<file path="src/hdl/pdr_pkg.sv">
// Package for the planar dead-reckoning integrator: constants, arctangent table, shared types.
`timescale 1ns / 1ps
package pdr_pkg;

  localparam int CORDIC_STEPS_DEF   = 24;
  localparam int TIME_FRAC_BITS_DEF = 20;
  localparam int ATAN_LEN           = 32;
  localparam int IDX_W              = 5;
  // Top step of the angle reduction; 2*pi << 28 covers every sum of yaw and its increment.
  localparam int WRAP_TOP           = 28;
  localparam int ACC_W              = 62;

  localparam logic signed [31:0] PI_Q      = 32'sd843314857;
  localparam logic signed [31:0] TWO_PI_Q  = 32'sd1686629714;
  localparam logic signed [31:0] HALF_PI_Q = 32'sd421657428;
  localparam logic signed [33:0] GAIN_Q30  = 34'sd652032874;

  typedef logic signed [31:0] atan_tab_t [ATAN_LEN];

  // Arctangent of 2^-i in Q28, from the Taylor series at Q60, rounded to nearest.
  // Past 2^-27 only the leading term of the series is left.
  localparam atan_tab_t ATAN_TAB = '{
    32'sd210828714, 32'sd124459457, 32'sd65760959, 32'sd33381290,
    32'sd16755422,  32'sd8385879,   32'sd4193963,  32'sd2097109,
    32'sd1048571,   32'sd524287,    32'sd262144,   32'sd131072,
    32'sd65536,     32'sd32768,     32'sd16384,    32'sd8192,
    32'sd4096,      32'sd2048,      32'sd1024,     32'sd512,
    32'sd256,       32'sd128,       32'sd64,       32'sd32,
    32'sd16,        32'sd8,         32'sd4,        32'sd2,
    32'sd1,         32'sd1,         32'sd0,        32'sd0
  };

  typedef enum logic [10:0] {
    S_IDLE = 11'b00000000001,
    S_CORD = 11'b00000000010,
    S_MC   = 11'b00000000100,
    S_MS   = 11'b00000001000,
    S_MX   = 11'b00000010000,
    S_MY   = 11'b00000100000,
    S_MW   = 11'b00001000000,
    S_ADD  = 11'b00010000000,
    S_WRAP = 11'b00100000000,
    S_FIN  = 11'b01000000000,
    S_OUT  = 11'b10000000000
  } state_e;

  typedef struct packed {
    logic             load;
    logic             cord;
    logic             mc;
    logic             ms;
    logic             mx;
    logic             my;
    logic             mw;
    logic             add;
    logic             wrap;
    logic             fin;
    logic             out_load;
    logic [IDX_W-1:0] idx;
  } pdr_cmd_t;

endpackage

</file>
<file path="src/hdl/pdr_ctrl.sv">
// Sequencer for the integrator: steps the datapath through CORDIC, multiplies and wrap.
`timescale 1ns / 1ps
module pdr_ctrl import pdr_pkg::*; #(
  parameter int CORDIC_STEPS = CORDIC_STEPS_DEF
) (
  input  logic     clk_i,
  input  logic     rst_ni,
  input  logic     in_valid_i,
  output logic     in_ready_o,
  output logic     out_valid_o,
  input  logic     out_ready_i,
  output pdr_cmd_t cmd_o
);

  localparam int STEPS = (CORDIC_STEPS > ATAN_LEN) ? ATAN_LEN : CORDIC_STEPS;

  state_e           state_q, state_d;
  logic [IDX_W-1:0] cnt_q, cnt_d;
  logic             ovalid_q, ovalid_d;
  logic             in_acc;

  assign in_ready_o  = (state_q == S_IDLE);
  assign in_acc      = in_valid_i && in_ready_o;
  assign out_valid_o = ovalid_q;

  always_comb begin
    state_d  = state_q;
    cnt_d    = cnt_q;
    ovalid_d = ovalid_q;
    cmd_o    = '0;
    cmd_o.idx = cnt_q;
    if (ovalid_q && out_ready_i) begin
      ovalid_d = 1'b0;
    end
    case (state_q)
      S_IDLE: begin
        if (in_valid_i) begin
          cmd_o.load = 1'b1;
          cnt_d      = '0;
          state_d    = S_CORD;
        end
      end
      S_CORD: begin
        cmd_o.cord = 1'b1;
        cnt_d      = cnt_q + 1'b1;
        if (cnt_q == IDX_W'(STEPS - 1)) begin
          state_d = S_MC;
        end
      end
      S_MC: begin
        cmd_o.mc = 1'b1;
        state_d  = S_MS;
      end
      S_MS: begin
        cmd_o.ms = 1'b1;
        state_d  = S_MX;
      end
      S_MX: begin
        cmd_o.mx = 1'b1;
        state_d  = S_MY;
      end
      S_MY: begin
        cmd_o.my = 1'b1;
        state_d  = S_MW;
      end
      S_MW: begin
        cmd_o.mw = 1'b1;
        state_d  = S_ADD;
      end
      S_ADD: begin
        cmd_o.add = 1'b1;
        cnt_d     = IDX_W'(WRAP_TOP);
        state_d   = S_WRAP;
      end
      S_WRAP: begin
        cmd_o.wrap = 1'b1;
        cnt_d      = cnt_q - 1'b1;
        if (cnt_q == '0) begin
          state_d = S_FIN;
        end
      end
      S_FIN: begin
        cmd_o.fin = 1'b1;
        state_d   = S_OUT;
      end
      S_OUT: begin
        // The previous word must leave the output register first.
        if (!ovalid_q || out_ready_i) begin
          cmd_o.out_load = 1'b1;
          ovalid_d       = 1'b1;
          state_d        = S_IDLE;
        end
      end
      default: begin
        state_d = S_IDLE;
      end
    endcase
  end

  always_ff @(posedge clk_i or negedge rst_ni) begin
    if (!rst_ni) begin
      state_q  <= S_IDLE;
      cnt_q    <= '0;
      ovalid_q <= 1'b0;
    end else begin
      state_q  <= state_d;
      cnt_q    <= cnt_d;
      ovalid_q <= ovalid_d;
    end
  end

  a_acc_starts: assert property (@(posedge clk_i) disable iff (!rst_ni)
    in_acc |=> (state_q == S_CORD) && (cnt_q == '0))
    else $error("accepted word did not start the CORDIC");

  a_rose_from_out: assert property (@(posedge clk_i) disable iff (!rst_ni)
    $rose(ovalid_q) |-> $past(state_q == S_OUT))
    else $error("output valid rose outside the output state");

  a_cord_bound: assert property (@(posedge clk_i) disable iff (!rst_ni)
    (state_q == S_CORD) |-> (cnt_q < IDX_W'(STEPS)))
    else $error("CORDIC counter out of range");

  a_no_overwrite: assert property (@(posedge clk_i) disable iff (!rst_ni)
    (ovalid_q && !out_ready_i) |-> !cmd_o.out_load)
    else $error("pending output word overwritten");

endmodule

</file>
<file path="config.mk">
export PLATFORM = sky130hd
export DESIGN_NAME = pdr_ctrl
export DESIGN_NICKNAME = d
export VERILOG_FILES = /design/src/hdl/pdr_pkg.sv /design/src/hdl/pdr_ctrl.sv
export SDC_FILE = /design/constraint.sdc
export NUM_CORES = 1
export LEC_CHECK = 0
export BUFFER_PORTS_ARGS = -buffer_cell sky130_fd_sc_hd__buf_2
export CAP_MARGIN = 20
export CORE_MARGIN = 4
export CORE_UTILIZATION = 57
export DETAILED_ROUTE_END_ITERATION = 10
export PLACE_DENSITY = 0.87
export SETUP_SLACK_MARGIN = 0.05
export SLEW_MARGIN = 20
export SYNTH_ARGS = -nofsm -noshare
export SYNTH_HDL_FRONTEND = slang
export SYNTH_SLANG_ARGS = --single-unit
</file>
<file path="constraint.sdc">
create_clock -name clk_i -period 6.15 [get_ports clk_i]
set_clock_uncertainty 0.05 [all_clocks]
set_input_delay 0.3075 -clock clk_i [delete_from_list [all_inputs] [get_ports clk_i]]
set_output_delay 0.3075 -clock clk_i [all_outputs]
set_load 0.01 [all_outputs]
</file>
==> run summary <==
EDFF count, synth - 0
final layout net count - 148
FP Rows - 15
layout cells sized above 1 - 26.6%
First-pass DRT Iterations - 4
Crit Path Max Fanout - 10
category of cells accounting for the largest share of critical-path delay - simple AND/OR/NAND/NOR gates
maximum number of pins on one net before global-route repair - 18
worst path setup slack after routing - 3260 ps
Slowest-stage cell, CP - sky130_fd_sc_hd__dfrtp_1
die boundary width - 52.0 µm
area of the core region - 1780 µm²
sequential fraction of the synthesis area - 38.6%
# IOs - 22
number of setup violations in the final report - 0
Req. time, crit path - 6350 ps
Int Pwr - 0.256 mW
cell types occupying the most area after synthesis - sky130_fd_sc_hd__dfrtp_1, sky130_fd_sc_hd__nor2_1, sky130_fd_sc_hd__and4b_1, sky130_fd_sc_hd__ha_1, sky130_fd_sc_hd__nor4b_1
Critical Path Start Type - flip-flop
Primary FF master, synth - sky130_fd_sc_hd__dfrtp_1
biggest area consumer among synthesized cells - sky130_fd_sc_hd__dfrtp_1
maxcap violations - 0
placed standard-cell area - 1220 µm²
starting utilization of the core area - 62.0%
area grow syn2layout - 13.4%
CTS tree - yes
final critical delay including setup and external delays - 2890 ps
Gates resized, CTS repair - 0
uppermost layer routed - met4
standby leakage power - 0.665 nW
final-report hold violation count - 0
detailed-route wire length per cell - 15.6 µm
leftover overflow at the end of global routing - 0
switching power share of the total - 44.9%
Peak VDD IR - 186 µV
Root Driver - sky130_fd_sc_hd__clkbuf_4
combinational cell fraction of total power - 49.8%
net switching component of the power - 0.209 mW
count of routing violations after the opening detailed-route iteration - 44
routability-driven placement congestion ratio - 0.921
post-synthesis register bit count - 17
Avg Synthesized Cell Area - 9.44 µm²
Die Height - 52.0 µm
arrival time reported for the critical path endpoint - 3080 ps
H-tree levels - 1
met1 wire length - 1.07 mm
Max-Slew Margin vs Limit - 65.0%
endpoint type of the worst setup path - flip-flop
routed wl met2 - 1.31 mm
Warnings, synthesis - 0
most frequent cells after synthesis - sky130_fd_sc_hd__dfrtp_1, sky130_fd_sc_hd__nor2_1, sky130_fd_sc_hd__nand2_1
buffers added on ports - 21
post-DP HPWL - 1.99 mm
classification of the worst-slack hold path - in -> reg
met3 wire length - 114 µm
number of buffer and inverter instances along the worst setup path - 1
Peak Freq - 0.346 GHz
cell area after synthesis - 1100 µm²
actual transition at the worst max-transition pin - 520 ps
critical path start-end classification - reg -> reg
via count of the first global-routing pass - 986
total DRC errors in the routed layout - 0
top cell type's share of synthesized area - 36.2%
number of buffers added by the clock tree synthesis step - 3
Clk Latency, worst-skew pair - 310 ps
worst slack at placement - 3360 ps
count of cell types in the netlist - 43
clock-pin slew reported for the worst setup and hold paths after clock tree synthesis - 100 ps
final worst-path cycle share - 47.0%
setup slack of the most critical reg-to-reg path - 3260 ps
Total Neg Setup Slack - 0 ps
stage delay of the slowest cell on the critical path - 490 ps
total inserted antenna cells - 0
count of final max-slew check failures - 0
post-detailed-route via-to-cell ratio - 6.13
final cell area excluding filler cells - 1250 µm²
setup repair after global routing missed its margin - no
run status - finished clean
power density of the placed cells - 372 nW/µm²
total vias in the final route - 1006
net count of the mapped netlist - 125
Num Clock Sinks - 17
crit path cell chain - nor3_2, and3_1, nand2_1, inv_1, ha_1, a21o_1, a21oi_1, xnor2_1, mux2i_1, o22a_2
Antenna Nets Post-Route - 0
post-synthesis instance total - 117
total global routing track utilization - 21.9%
most common cell in the synthesized netlist - sky130_fd_sc_hd__dfrtp_1
Clock power frac - 13.4%
first-pass GRT wire length - 4.37 mm
sequential group share of total power - 36.8%
maximum clock path buffer count - 2
antenna violations before repair - 0
Final Routed Wirelength - 2.56 mm
share of flip-flops with an asynchronous set or reset after synthesis - 100%
area of the die - 2710 µm²
-- final cells by class --
class                   count  area, µm²
multi-input cells          90        631
fillers                   133        531
flip-flops and latches     17        427
repair buffers             22        115
well taps                  25       31.3
clock buffers               4       26.3
inverters                   6       22.5
-- sequential cells by signal, summed over array words and instances (netlist names) --
name / cells
out_valid_o: 1
state_q: 11
cnt_q: 5
-- worst min-delay path, cell delays in order --
cell and delay, ps:
sky130_fd_sc_hd__buf_2 70, sky130_fd_sc_hd__nand2b_1 130, sky130_fd_sc_hd__nand2_1 60
-- layer usage --
metal	vias to the layer above	GRT usage [%]
met5	-	0
met4	0	11.8
met3	7	2.87
met2	40	37.7
met1	488	26.2
li1	471	-
-- power by group through the flow --
stage	clock network [mW]	logic, mW	registers (mW)
final	0.0625	0.232	0.171
after global routing	0.0700	0.254	0.178
after CTS	0.0643	0.229	0.171
after detailed placement	0	0.228	0.173
after global placement	0	0.217	0.171
after floorplan	0	0.172	0.168
-- placed cells by master (no fill, tap or decap), drive strengths merged, types with 2 or more instances in the layout --
cell type and count:
buf 21, dfrtp 16, nor2 11, nand2 8, inv 6, nor4 6, o21ai 5, nor4b 4
nand4 4, nand3 4, and4b 4, a21oi 4, clkbuf 4, nor3 4, xor2 3, ha 3
or3 3, a21o 3, and2b 2, nor2b 2, xnor2 2, a31oi 2, mux2i 2
-- cell families (layout without fill, tap and decap cells) --
group	Yosys count	count (layout)	synth area share, %
AO/OA/AOI/OAI	19	19	11.4
XOR/XNOR	5	5	3.96
adder cells (fa/ha/maj)	4	4	5.21
buffers and inverters	10	32	4.30
flip-flops	17	17	38.6
multiplexers	2	2	1.81
AND/OR/NAND/NOR	60	60	34.7
-- metrics by stage --
stage                     hold slack, ps  std cells  power (mW)  utilization (%)
final                                244        164       0.466             70.2
after global routing                 247        164       0.502             70.2
after floorplan                    -38.1        117       0.340                -
after global placement               200        159       0.388             68.2
after CTS                            245        164       0.465             70.2
after detailed placement             201        159       0.401             68.2
-- path summary, 6_finish.rpt --
| kind | depth (start not counted) | from | end |
|---|---|---|---|
| setup / recovery | 10 | state_q[5] | cnt_q[4] |
| hold / removal | 3 | out_ready_i | out_valid_o |
| setup reg to reg | 10 | state_q[5] | cnt_q[4] |
| hold reg to reg | 2 | out_valid_o | out_valid_o |
| max in group asynchronous | 2 | rst_ni | state_q[0] |
| min in group asynchronous | 2 | rst_ni | cnt_q[0] |
-- what timing repair did --
item	CTS	global route
hold endpoints to repair	16	0
hold buffers	1	0
setup buffers	0	0
Power figures use the tool's default switching activity.
